`config.mk`:
```
export PLATFORM = sky130hd
export DESIGN_NAME = frame_receive_and_reply_core
export DESIGN_NICKNAME = d
export VERILOG_FILES = /design/src/frr_pkg.sv /design/src/frr_datapath.sv /design/src/frr_ctrl.sv /design/src/frame_receive_and_reply_core.sv
export VERILOG_INCLUDE_DIRS = /design/src /design/src/src
export SDC_FILE = /design/constraint.sdc
export NUM_CORES = 1
export LEC_CHECK = 0
export ABC_AREA = 1
export BUFFER_PORTS_ARGS = -buffer_cell sky130_fd_sc_hd__buf_2
export CORE_MARGIN = 4
export CORE_UTILIZATION = 47
export DETAILED_ROUTE_END_ITERATION = 10
export SLEW_MARGIN = 20
export SYNTH_ARGS = -nofsm -noshare
export SYNTH_HDL_FRONTEND = slang
export SYNTH_SLANG_ARGS = --single-unit
```
`constraint.sdc`:
```
create_clock -name clk_i -period 4 [get_ports clk_i]
set_clock_uncertainty 0.05 [all_clocks]
set_input_delay 1 -clock clk_i [delete_from_list [all_inputs] [get_ports clk_i]]
set_output_delay 1 -clock clk_i [all_outputs]
set_load 0.05 [all_outputs]
```
`src/frame_receive_and_reply_core_assert.svh`:
```
// Assertion macros for the frame receive and reply core.
`ifndef FRAME_RECEIVE_AND_REPLY_CORE_ASSERT_SVH
`define FRAME_RECEIVE_AND_REPLY_CORE_ASSERT_SVH

`ifndef SYNTHESIS

// Property sampled on the rising edge, off during reset.
`define FRR_ASSERT(label, clk, rstn, prop, msg) \
  label: assert property (@(posedge clk) disable iff (!rstn) (prop)) else $error(msg);

// Antecedent implies the consequent on the next edge.
`define FRR_ASSERT_NEXT(label, clk, rstn, ante, cons, msg) \
  label: assert property (@(posedge clk) disable iff (!rstn) (ante) |=> (cons)) else $error(msg);

`else

`define FRR_ASSERT(label, clk, rstn, prop, msg)
`define FRR_ASSERT_NEXT(label, clk, rstn, ante, cons, msg)

`endif

`endif

```
`src/frr_pkg.sv`:
```
// Shared constants and types of the frame receive and reply core.
`default_nettype none

package frr_pkg;

  localparam int unsigned HDR_LEN     = 8;
  localparam int unsigned MAX_PAYLOAD = 32;

  localparam int unsigned HDR_AW = $clog2(HDR_LEN);
  localparam int unsigned PAY_AW = (MAX_PAYLOAD > 1) ? $clog2(MAX_PAYLOAD) : 1;
  localparam int unsigned RIDX_W = $clog2(HDR_LEN + MAX_PAYLOAD + 1);

  localparam logic [7:0] SYNC_BYTE       = 8'hFF;
  localparam logic [7:0] RST_CFG_CMD     = 8'h01;
  localparam logic [7:0] RST_OK_RSP      = 8'h01;
  localparam logic [7:0] RST_UNKNOWN_RSP = 8'hEE;

  localparam logic [1:0] REG_CFG_CMD     = 2'd0;
  localparam logic [1:0] REG_OK_RSP      = 2'd1;
  localparam logic [1:0] REG_UNKNOWN_RSP = 2'd2;

  localparam logic [1:0] STAT_OK       = 2'd0;
  localparam logic [1:0] STAT_BAD_SYNC = 2'd1;
  localparam logic [1:0] STAT_BAD_SUM  = 2'd2;
  localparam logic [1:0] STAT_TOO_LONG = 2'd3;

  typedef struct packed {
    logic       hdr_wr;
    logic       hdr_done;
    logic       pay_wr;
    logic       pay_done;
    logic       restart;
    logic       err;
    logic [1:0] err_code;
    logic       reply_start;
    logic       reply_step;
  } frr_cmd_t;

  typedef struct packed {
    logic hdr_last;
    logic sync_ok;
    logic len_zero;
    logic pay_last;
    logic too_long;
    logic sum_ok;
    logic reply_end;
    logic out_hold;
  } frr_stat_t;

endpackage

`default_nettype wire

```
`src/frr_datapath.sv`:
```
// Datapath: header and payload stores, counters, checksum, config and output register.
`default_nettype none
`include "frame_receive_and_reply_core_assert.svh"

module frr_datapath (
  input  wire logic             clk_i,
  input  wire logic             rst_ni,
  input  wire logic             cfg_we_i,
  input  wire logic [1:0]       cfg_idx_i,
  input  wire logic [7:0]       cfg_data_i,
  input  wire logic [7:0]       rx_byte_i,
  input  wire logic             out_stall_i,
  input  wire frr_pkg::frr_cmd_t  cmd_i,
  output frr_pkg::frr_stat_t      stat_o,
  output logic                  out_valid_o,
  output logic [7:0]            tx_byte_o,
  output logic [1:0]            status_o,
  output logic                  last_o
);
  import frr_pkg::*;

  logic [7:0] cfg_cmd_q, ok_rsp_q, unk_rsp_q;
  logic [7:0] hdr_q [HDR_LEN];
  logic [7:0] pay_q [MAX_PAYLOAD];
  logic [31:0] count_q, len_q;
  logic [7:0] sum_q;
  logic [RIDX_W-1:0] ridx_q;
  logic [RIDX_W-1:0] pidx;
  logic [31:0] len_new;
  logic [7:0] rsp, reply_byte;
  logic out_valid_q, last_q;
  logic [7:0] tx_q;
  logic [1:0] status_q;
  logic out_take, out_load;

  always_ff @(posedge clk_i or negedge rst_ni) begin
    if (!rst_ni) begin
      cfg_cmd_q <= RST_CFG_CMD;
      ok_rsp_q  <= RST_OK_RSP;
      unk_rsp_q <= RST_UNKNOWN_RSP;
    end else if (cfg_we_i) begin
      case (cfg_idx_i)
        REG_CFG_CMD:     cfg_cmd_q <= cfg_data_i;
        REG_OK_RSP:      ok_rsp_q  <= cfg_data_i;
        REG_UNKNOWN_RSP: unk_rsp_q <= cfg_data_i;
        default: ;
      endcase
    end
  end

  assign len_new = {rx_byte_i, hdr_q[6], hdr_q[5], hdr_q[4]};
  assign rsp     = (hdr_q[1] == cfg_cmd_q) ? ok_rsp_q : unk_rsp_q;
  assign pidx    = ridx_q - RIDX_W'(HDR_LEN);

  always_comb begin
    if (ridx_q == RIDX_W'(3)) begin
      reply_byte = rsp;
    end else if (ridx_q < RIDX_W'(HDR_LEN)) begin
      reply_byte = hdr_q[ridx_q[HDR_AW-1:0]];
    end else if (stat_o.reply_end) begin
      reply_byte = sum_q;
    end else begin
      reply_byte = pay_q[pidx[PAY_AW-1:0]];
    end
  end

  assign stat_o.hdr_last  = (count_q[HDR_AW-1:0] == HDR_AW'(HDR_LEN - 1));
  assign stat_o.sync_ok   = (hdr_q[0] == SYNC_BYTE);
  assign stat_o.len_zero  = (len_new == 32'd0);
  assign stat_o.pay_last  = ((count_q + 32'd1) == len_q);
  assign stat_o.too_long  = (len_q > 32'(MAX_PAYLOAD));
  assign stat_o.sum_ok    = (sum_q == rx_byte_i);
  assign stat_o.reply_end = (ridx_q == (RIDX_W'(HDR_LEN) + len_q[RIDX_W-1:0]));
  assign stat_o.out_hold  = out_valid_q && out_stall_i;

  always_ff @(posedge clk_i) begin
    if (cmd_i.hdr_wr) begin
      hdr_q[count_q[HDR_AW-1:0]] <= rx_byte_i;
    end
    if (cmd_i.pay_wr && (count_q < 32'(MAX_PAYLOAD))) begin
      pay_q[count_q[PAY_AW-1:0]] <= rx_byte_i;
    end
  end

  always_ff @(posedge clk_i or negedge rst_ni) begin
    if (!rst_ni) begin
      count_q <= '0;
      len_q   <= '0;
      sum_q   <= '0;
      ridx_q  <= '0;
    end else begin
      if (cmd_i.hdr_wr || cmd_i.pay_wr) begin
        count_q <= count_q + 32'd1;
        sum_q   <= sum_q + rx_byte_i;
      end
      if (cmd_i.hdr_done) begin
        count_q <= '0;
        len_q   <= len_new;
      end
      if (cmd_i.pay_done) begin
        count_q <= '0;
      end
      if (cmd_i.reply_start) begin
        sum_q  <= '0;
        ridx_q <= '0;
      end
      if (cmd_i.reply_step) begin
        sum_q  <= sum_q + reply_byte;
        ridx_q <= ridx_q + RIDX_W'(1);
      end
      if (cmd_i.restart) begin
        count_q <= '0;
        sum_q   <= '0;
      end
    end
  end

  assign out_take = out_valid_q && !out_stall_i;
  assign out_load = cmd_i.err || cmd_i.reply_step;

  always_ff @(posedge clk_i or negedge rst_ni) begin
    if (!rst_ni) begin
      out_valid_q <= 1'b0;
    end else if (out_load) begin
      out_valid_q <= 1'b1;
    end else if (out_take) begin
      out_valid_q <= 1'b0;
    end
  end

  always_ff @(posedge clk_i) begin
    if (cmd_i.err) begin
      tx_q     <= 8'h00;
      status_q <= cmd_i.err_code;
      last_q   <= 1'b1;
    end else if (cmd_i.reply_step) begin
      tx_q     <= reply_byte;
      status_q <= STAT_OK;
      last_q   <= stat_o.reply_end;
    end
  end

  assign out_valid_o = out_valid_q;
  assign tx_byte_o   = tx_q;
  assign status_o    = status_q;
  assign last_o      = last_q;

  `FRR_ASSERT_NEXT(a_restart_clears, clk_i, rst_ni, cmd_i.restart, (sum_q == 8'd0) && (count_q == 32'd0), "restart left count or sum set")

endmodule

`default_nettype wire

```
`src/frr_ctrl.sv`:
```
// Controller: frame phase state machine and handshake control.
`default_nettype none
`include "frame_receive_and_reply_core_assert.svh"

module frr_ctrl (
  input  wire logic               clk_i,
  input  wire logic               rst_ni,
  input  wire logic               in_valid_i,
  output logic                    in_stall_o,
  input  wire frr_pkg::frr_stat_t stat_i,
  output frr_pkg::frr_cmd_t       cmd_o
);
  import frr_pkg::*;

  typedef enum logic [1:0] {
    ST_HEADER,
    ST_PAYLOAD,
    ST_CHECK,
    ST_REPLY
  } state_e;

  state_e state_q, state_d;
  logic   may_emit, in_fire;

  assign may_emit   = (state_q == ST_CHECK) || ((state_q == ST_HEADER) && stat_i.hdr_last);
  assign in_stall_o = (state_q == ST_REPLY) || (may_emit && stat_i.out_hold);
  assign in_fire    = in_valid_i && !in_stall_o;

  always_comb begin
    cmd_o   = '0;
    state_d = state_q;
    case (state_q)
      ST_HEADER: begin
        if (in_fire) begin
          cmd_o.hdr_wr = 1'b1;
          if (stat_i.hdr_last) begin
            if (!stat_i.sync_ok) begin
              cmd_o.err      = 1'b1;
              cmd_o.err_code = STAT_BAD_SYNC;
              cmd_o.restart  = 1'b1;
            end else begin
              cmd_o.hdr_done = 1'b1;
              state_d = stat_i.len_zero ? ST_CHECK : ST_PAYLOAD;
            end
          end
        end
      end
      ST_PAYLOAD: begin
        if (in_fire) begin
          cmd_o.pay_wr = 1'b1;
          if (stat_i.pay_last) begin
            cmd_o.pay_done = 1'b1;
            state_d = ST_CHECK;
          end
        end
      end
      ST_CHECK: begin
        if (in_fire) begin
          if (stat_i.too_long) begin
            cmd_o.err      = 1'b1;
            cmd_o.err_code = STAT_TOO_LONG;
            cmd_o.restart  = 1'b1;
            state_d = ST_HEADER;
          end else if (!stat_i.sum_ok) begin
            cmd_o.err      = 1'b1;
            cmd_o.err_code = STAT_BAD_SUM;
            cmd_o.restart  = 1'b1;
            state_d = ST_HEADER;
          end else begin
            cmd_o.reply_start = 1'b1;
            state_d = ST_REPLY;
          end
        end
      end
      ST_REPLY: begin
        if (!stat_i.out_hold) begin
          cmd_o.reply_step = 1'b1;
          if (stat_i.reply_end) begin
            cmd_o.restart = 1'b1;
            state_d = ST_HEADER;
          end
        end
      end
      default: state_d = ST_HEADER;
    endcase
  end

  always_ff @(posedge clk_i or negedge rst_ni) begin
    if (!rst_ni) begin
      state_q <= ST_HEADER;
    end else begin
      state_q <= state_d;
    end
  end

  `FRR_ASSERT_NEXT(a_err_to_header, clk_i, rst_ni, cmd_o.err, state_q == ST_HEADER, "error item not followed by header phase")
  `FRR_ASSERT_NEXT(a_start_to_reply, clk_i, rst_ni, cmd_o.reply_start, state_q == ST_REPLY, "good checksum did not start reply")
  `FRR_ASSERT(a_no_load_on_hold, clk_i, rst_ni, !((cmd_o.err || cmd_o.reply_step) && stat_i.out_hold), "output loaded while held")

endmodule

`default_nettype wire

```
`src/frame_receive_and_reply_core.sv`:
```
// Top level of the frame receive and reply core.
//
// Takes link bytes one item per cycle while in_stall_o is low. A header whose
// first byte is not the sync byte yields one error item at its eighth byte; the
// checksum byte of a bad frame yields one error item, and that of a good frame
// starts a reply of 9 + length items, sent one per cycle while the output is not
// stalled, from a single output register while the header and payload buffers
// are walked; input stalls until the last reply item is loaded. The eighth header
// byte and the checksum byte are also stalled while a previous result still waits.
`default_nettype none

module frame_receive_and_reply_core (
  input  wire logic       clk_i,
  input  wire logic       rst_ni,
  input  wire logic       cfg_we_i,
  input  wire logic [1:0] cfg_idx_i,
  input  wire logic [7:0] cfg_data_i,
  input  wire logic       in_valid_i,
  output logic            in_stall_o,
  input  wire logic [7:0] rx_byte_i,
  output logic            out_valid_o,
  input  wire logic       out_stall_i,
  output logic [7:0]      tx_byte_o,
  output logic [1:0]      status_o,
  output logic            last_o
);
  import frr_pkg::*;

  frr_cmd_t  cmd;
  frr_stat_t stat;

  frr_ctrl u_ctrl (
    .clk_i      (clk_i),
    .rst_ni     (rst_ni),
    .in_valid_i (in_valid_i),
    .in_stall_o (in_stall_o),
    .stat_i     (stat),
    .cmd_o      (cmd)
  );

  frr_datapath u_dp (
    .clk_i       (clk_i),
    .rst_ni      (rst_ni),
    .cfg_we_i    (cfg_we_i),
    .cfg_idx_i   (cfg_idx_i),
    .cfg_data_i  (cfg_data_i),
    .rx_byte_i   (rx_byte_i),
    .out_stall_i (out_stall_i),
    .cmd_i       (cmd),
    .stat_o      (stat),
    .out_valid_o (out_valid_o),
    .tx_byte_o   (tx_byte_o),
    .status_o    (status_o),
    .last_o      (last_o)
  );

endmodule

`default_nettype wire

```
==> results.json, run 1 <==
{
  "outcome": "finished clean",
  "p_comb_share_pct": 12.0,
  "setup_viol": 0,
  "holdBufCountCts": 0,
  "synth_edf_count": 322,
  "ys_ff_latch": 436,
  "drc": 0,
  "tritoncts": "yes",
  "fillers": 3954,
  "intPower_w": 0.008277,
  "critPathTopFamily": "compound AO/OA/AOI/OAI gates",
  "ys.flop_type": "edfxtp_1",
  "place_hpwl_um": 41310,
  "pwr-share-seq_pct": 47.4,
  "antenna_found_initial": 0,
  "cts_sinks": 436,
  "routed_wl_um": 61420,
  "grt_max_degree": 66,
  "critPathCaptureType": "flip-flop",
  "layout.nets": 2348,
  "vias": 16510,
  "hold_viol": 0,
  "hold_path_class": "flip-flop to flip-flop",
  "maxCapViolCount": 0,
  "path_clk_slew_ns": 0.06,
  "synth-async-reset-ratio_pct": 24.08,
  "grt_setup_unrepaired": "true",
  "met1_usage_pct": 36.35,
  "die_area_um2": 48090,
  "worstPathMaxFanout": 22,
  "r2r_slack_ns": 0.23,
  "startpoint_type": "flip-flop",
  "via_per_inst": 5.636,
  "met2_usage_pct": 39.87,
  "crit_chain": "inv_4 > buf_12 > o21ai_0 > o22ai_1 > o21ai_0 > o21ai_0 > nand3_1 > nand2_1 > nand3_1 > o31ai_2 > fa_2 > a21oi_2 > nor2_1 > nor2_2 > nor2_1 > nor2_1 > inv_1 > a21oi_1 > xnor2_1 > a22o_1 > nand2_1 > nand2_1",
  "arrival_ns": 4.21,
  "grt_pass1_vias": 15750,
  "crit_buf_inv": 3,
  "clock.fmax_mhz": 265.2,
  "grt-busiest-layer": "met2",
  "ys_types": 53,
  "grt.total_usage_pct": 25.54,
  "leakage_nw": 9.352,
  "overflow": 0,
  "area_growth_pct": 14.14,
  "avgSynthCellArea_um2": 9.466,
  "wl_per_cell_um": 20.97,
  "path_class": "flip-flop to flip-flop",
  "floorplan.rows": 77,
  "die_w_um": 219.3,
  "slew_viol_final": 0,
  "ys_warn_count": 0,
  "peakVddDrop_mv": 0.3870,
  "power_density_nw_per_um2": 468.6,
  "clockBufferDepth": 3,
  "met3_usage_pct": 3.766,
  "fin_crit_ns": 3.771,
  "start_util_pct": 47.45,
  "yosysTopAreaCell": "edfxtp_1",
  "synthCells": 2217,
  "cp.required_ns": 4.44,
  "cts.htree.levels": 2,
  "cpPeakStageDelay_ns": 0.54,
  "fp.dieH_um": 219.3,
  "dp.cells": 2841,
  "worstMarginPinSlew_ns": 0.9471,
  "dr.first_iter.drc_count": 1673,
  "first_pass_iters": 6,
  "design_area_um2": 23950,
  "synth_top_area_share_pct": 46.08,
  "yosysMostFrequentCell": "nand2_1",
  "dpl_cell_area_um2": 22290,
  "n_antenna_cell": 0,
  "core-area_um2": 44220,
  "cts_made_buffers": 47,
  "ys_seq_area_share_pct": 59.50,
  "slowest_stage": "dfrtp_4",
  "slew_headroom_pct": 36.86,
  "synth_area_um2": 20990,
  "io_pins": 36,
  "switching_power_w": 0.002946,
  "p_clk_share_pct": 40.6,
  "drive_above_1_share_pct": 12.92,
  "root_buffer": "clkbuf_16",
  "numPortBuffers": 35,
  "synthTopCellsByArea": "edfxtp_1 46%, dfrtp_1 12%, nand2_1 7.8%",
  "p_sw_share_pct": 26.25,
  "synthTopCellsByCount": "436 x nand2_1, 408 x nor2_1, 322 x edfxtp_1",
  "insertion_delay_ns": 0.59,
  "syn-num-nets": 2264,
  "grt_pass1_wl_um": 93950,
  "place_congestion": 0.9236,
  "fin_cells": 2929,
  "route.antenna.remaining_nets": 0,
  "min_period_over_period_pct": 94.27
}
## worst paths after layout
check                                               start                        endpoint  cells after the start
setup / recovery               u_dp.ridx_q[0]$_DFFE_PN0P_       u_dp.sum_q[6]$_DFFE_PN0P_                     22
min in group asynchronous                          rst_ni    u_dp.count_q[26]$_DFFE_PN0P_                      1
setup reg to reg               u_dp.ridx_q[0]$_DFFE_PN0P_       u_dp.sum_q[6]$_DFFE_PN0P_                     22
hold / removal             u_dp.tx_byte_o[3]$_SDFFE_PP0P_  u_dp.tx_byte_o[3]$_SDFFE_PP0P_                      2
max in group asynchronous                          rst_ni   u_dp.unk_rsp_q[7]$_DFFE_PN1P_                      2
hold reg to reg            u_dp.tx_byte_o[3]$_SDFFE_PP0P_  u_dp.tx_byte_o[3]$_SDFFE_PP0P_                      2
## registers in the layout (all words and copies together) (netlist names), 2 cells and up
signal / cells
u_dp.unk_rsp_q: 8
u_dp.hdr_q: 64
u_dp.cfg_cmd_q: 8
u_dp.sum_q: 8
u_dp.ridx_q: 6
u_dp.pay_q: 256
u_dp.count_q: 32
u_dp.tx_byte_o: 8
u_dp.len_q: 32
u_dp.status_o: 2
u_dp.ok_rsp_q: 8
u_ctrl.state_q: 2
## area by class of cell
type | count | area [um^2] | share of cell area [%]
clock buffer | 51 | 1201 | 5.015
clock inverter | 34 | 407.9 | 1.703
inverter | 137 | 519.2 | 2.168
multi-input combinational | 1550 | 7580 | 31.64
sequential | 436 | 12490 | 52.15
tap | 592 | 740.7 | 3.092
timing repair buffer | 129 | 1012 | 4.226
## per-layer routing
metal	share of wire [%]	up-vias
met5	0	-
met4	3.9	0
met3	7.3	149
met2	45	643
met1	44	7916
li1	-	7799
## power by group through the flow
stage / Combinational (W) / Clock (W) / Sequential, W
after floorplan: 0.000901 / 0 / 0.00531
after global placement: 0.00132 / 0 / 0.00541
after detailed placement: 0.00133 / 0 / 0.00541
after CTS: 0.00133 / 0.00462 / 0.00532
after global routing: 0.00151 / 0.00484 / 0.00534
final: 0.00135 / 0.00455 / 0.00532
## layout by cell type, fill, tap and decap left out, types with 15 or more instances in the layout
cell,count
buf_4,84
o21ai_0,261
a21oi_2,31
nand3_1,101
nand4_1,22
nor4_1,17
edfxtp_1,322
ha_1,22
clkbuf_16,47
nor2_1,406
inv_1,127
dfrtp_1,95
o21ai_1,15
buf_2,34
o22ai_1,66
a21oi_1,52
xor2_1,18
nand2_1,435
## worst min-delay path: cells and delay by family, from the launching register on
kind | cells | cell delay (ns)
AND/OR/NAND/NOR | 2 | 0.10
flip-flops | 1 | 0.31
## stage by stage
step | hold slack (ns) | total power, W | setup TNS (ns) | setup WS, ns | util (%)
6_report | 0.3976 | 0.01122 | 0 | 0.2294 | 54.17
5_1_grt | 0.4213 | 0.01169 | -0.01655 | -0.01655 | 54.17
4_1_cts | 0.4013 | 0.01128 | 0 | 0.03757 | 54.04
3_5_place_dp | 0.3874 | 0.006736 | 0 | 0.06095 | 50.41
3_3_place_gp | 0.3841 | 0.006723 | 0 | 0.1992 | 50.41
2_1_floorplan | 0.3979 | 0.006215 | 0 | 0.4977 | -
## kinds of logic (layout without fill, tap and decap cells)
kind of cell | count (synthesis) | in the layout | share of synthesized area, %
AOI/OAI and AO/OA | 453 | 453 | 12.09
xor gates and xnor gates | 26 | 26 | 1.151
adders and majority gates | 24 | 24 | 1.502
buffers and inverters | 231 | 351 | 4.567
DFF | 436 | 436 | 59.50
muxes | 1 | 1 | 0.04770
and+or+nand+nor | 1046 | 1046 | 21.14
## timing repair
item / in CTS / in global routing
setup buffers: 0 / 3
setup endpoints to repair: 0 / 3
resized for setup: 0 / 17
(Power assumes the default switching activity.)
==> run 2, diff against run 1 <==
CAP_MARGIN = 20   (was unset)
clock period = 4.1 ns   (was 4 ns; I/O delays follow)
==> results.json, run 2 (synthesized netlist as in run 1, its figures left out) <==
{
  "min_period_over_period_pct": 93.84,
  "numPortBuffers": 35,
  "slew_headroom_pct": 44.41,
  "dr.first_iter.drc_count": 1836,
  "start_util_pct": 47.45,
  "cts_sinks": 436,
  "floorplan.rows": 77,
  "cpPeakStageDelay_ns": 0.53,
  "hold_path_class": "flip-flop to flip-flop",
  "leakage_nw": 9.239,
  "met2_usage_pct": 40.04,
  "path_clk_slew_ns": 0.06,
  "fin_cells": 2922,
  "area_growth_pct": 13.11,
  "fp.dieH_um": 219.3,
  "grt-busiest-layer": "met2",
  "via_per_inst": 5.633,
  "hold_viol": 0,
  "overflow": 0,
  "drive_above_1_share_pct": 11.55,
  "met3_usage_pct": 4.472,
  "arrival_ns": 4.27,
  "route.antenna.remaining_nets": 0,
  "cp.required_ns": 4.52,
  "die_area_um2": 48090,
  "r2r_slack_ns": 0.25,
  "place_congestion": 0.9200,
  "final_common_cell": "nand2_1",
  "dp.cells": 2833,
  "place_hpwl_um": 40760,
  "tritoncts": "yes",
  "die_w_um": 219.3,
  "wl_per_cell_um": 20.88,
  "clock.fmax_mhz": 259.9,
  "setup_viol": 0,
  "place_ws_ns": 0.3346,
  "core-area_um2": 44220,
  "met1_usage_pct": 35.69,
  "p_clk_share_pct": 38.5,
  "peakVddDrop_mv": 0.3776,
  "grt_max_degree": 84,
  "switching_power_w": 0.002813,
  "maxCapViolCount": 0,
  "holdBufCountCts": 0,
  "io_pins": 36,
  "first_pass_iters": 5,
  "grt.total_usage_pct": 25.30,
  "worstPathMaxFanout": 42,
  "critical_path.most_common_cell": "nand2_1",
  "antenna_found_initial": 1,
  "intPower_w": 0.007749,
  "outcome": "finished clean",
  "fin_tns_setup_ns": 0,
  "p_sw_share_pct": 26.63,
  "layout.cells.most_common_list": "436 x nand2_1, 407 x nor2_1, 322 x edfxtp_1",
  "grt_pass1_wl_um": 93150,
  "layout.nets": 2338,
  "post-cts-setup-buffers": 0,
  "setup_slack_ns": 0.2527,
  "fin_util_pct": 53.67,
  "fillers": 3957,
  "grt_setup_unrepaired": "false",
  "critPathCaptureType": "flip-flop",
  "cts_resized": 0,
  "p_comb_share_pct": 12.3,
  "power_density_nw_per_um2": 445.0,
  "vias": 16460,
  "worstMarginPinSlew_ns": 0.8307,
  "slowest_stage": "dfrtp_4",
  "grt_pass1_vias": 15770,
  "path_class": "flip-flop to flip-flop",
  "cts_made_buffers": 47,
  "clockBufferDepth": 3,
  "cts.htree.levels": 2,
  "largest_reg_flops": 256,
  "slew_viol_final": 0,
  "startpoint_type": "flip-flop",
  "insertion_delay_ns": 0.60,
  "whs_ns": 0.3983,
  "pwr-share-seq_pct": 49.1,
  "crit_chain": "buf_16 > buf_4 > o21ai_0 > o22ai_1 > nand2_1 > nand2_1 > nand2_1 > o211ai_1 > nand3_1 > nand2_1 > nand3_1 > o31ai_1 > fa_1 > a21oi_1 > nor2_1 > nor2_1 > nor2_1 > nor2_1 > inv_1 > a21oi_1 > xnor2_1 > a22o_1 > nand2_1 > nand2_1",
  "routed_wl_um": 61000,
  "drc": 0,
  "root_buffer": "clkbuf_16",
  "fin_crit_ns": 3.847
}
run 2: worst paths after layout:
path,from,to,cells past startpoint
setup / recovery,u_dp.ridx_q[0]$_DFFE_PN0P_,u_dp.sum_q[6]$_DFFE_PN0P_,24
hold / removal,u_dp.tx_byte_o[0]$_SDFFE_PP0P_,u_dp.tx_byte_o[0]$_SDFFE_PP0P_,2
setup reg to reg,u_dp.ridx_q[0]$_DFFE_PN0P_,u_dp.sum_q[6]$_DFFE_PN0P_,24
hold reg to reg,u_dp.tx_byte_o[0]$_SDFFE_PP0P_,u_dp.tx_byte_o[0]$_SDFFE_PP0P_,2
max in group asynchronous,rst_ni,u_dp.cfg_cmd_q[0]$_DFFE_PN1P_,2
min in group asynchronous,rst_ni,u_dp.count_q[26]$_DFFE_PN0P_,1
run 2: layout make-up:
cell class / instances / area, um^2 / area share, %
sequential: 436 / 12490 / 52.63
multi-input combinational: 1550 / 7552 / 31.82
clock buffer: 67 / 1282 / 5.403
timing repair buffer: 119 / 958.4 / 4.038
tap: 592 / 740.7 / 3.121
inverter: 137 / 524.3 / 2.209
clock inverter: 20 / 182.7 / 0.7696
antenna: 1 / 2.502 / 0.01054
run 2: routing by layer:
layer / up-vias / routed length [um]
met2: 629 / 27910
met1: 7947 / 26530
met4: 0 / 1868
met3: 118 / 4690
li1: 7766 / -
met5: - / 0
run 2: metrics by stage:
stage	cell area [um^2]	total power, W
floorplan	20990	0.006063
global placement	22230	0.006541
detailed placement	22230	0.006557
CTS	23700	0.01064
global route	23730	0.01101
finish	23740	0.01056
run 2: worst max-delay path, delay by kind of cell (launching register included):
| family | cells | cell delay, ns |
|---|---|---|
| flip-flops | 1 | 0.53 |
| buffers and inverters | 3 | 0.46 |
| AO/OA/AOI/OAI | 7 | 1.10 |
| XOR/XNOR | 1 | 0.09 |
| adder cells (fa/ha/maj) | 1 | 0.49 |
| AND/OR/NAND/NOR | 12 | 0.99 |
run 2: power groups by stage:
stage / registers, W / logic (W) / clock network (W)
after floorplan: 0.00518 / 0.000879 / 0
after global placement: 0.00527 / 0.00127 / 0
after detailed placement: 0.00527 / 0.00129 / 0
after CTS: 0.00518 / 0.00129 / 0.00416
after global routing: 0.00521 / 0.00145 / 0.00435
final: 0.00519 / 0.00130 / 0.00407
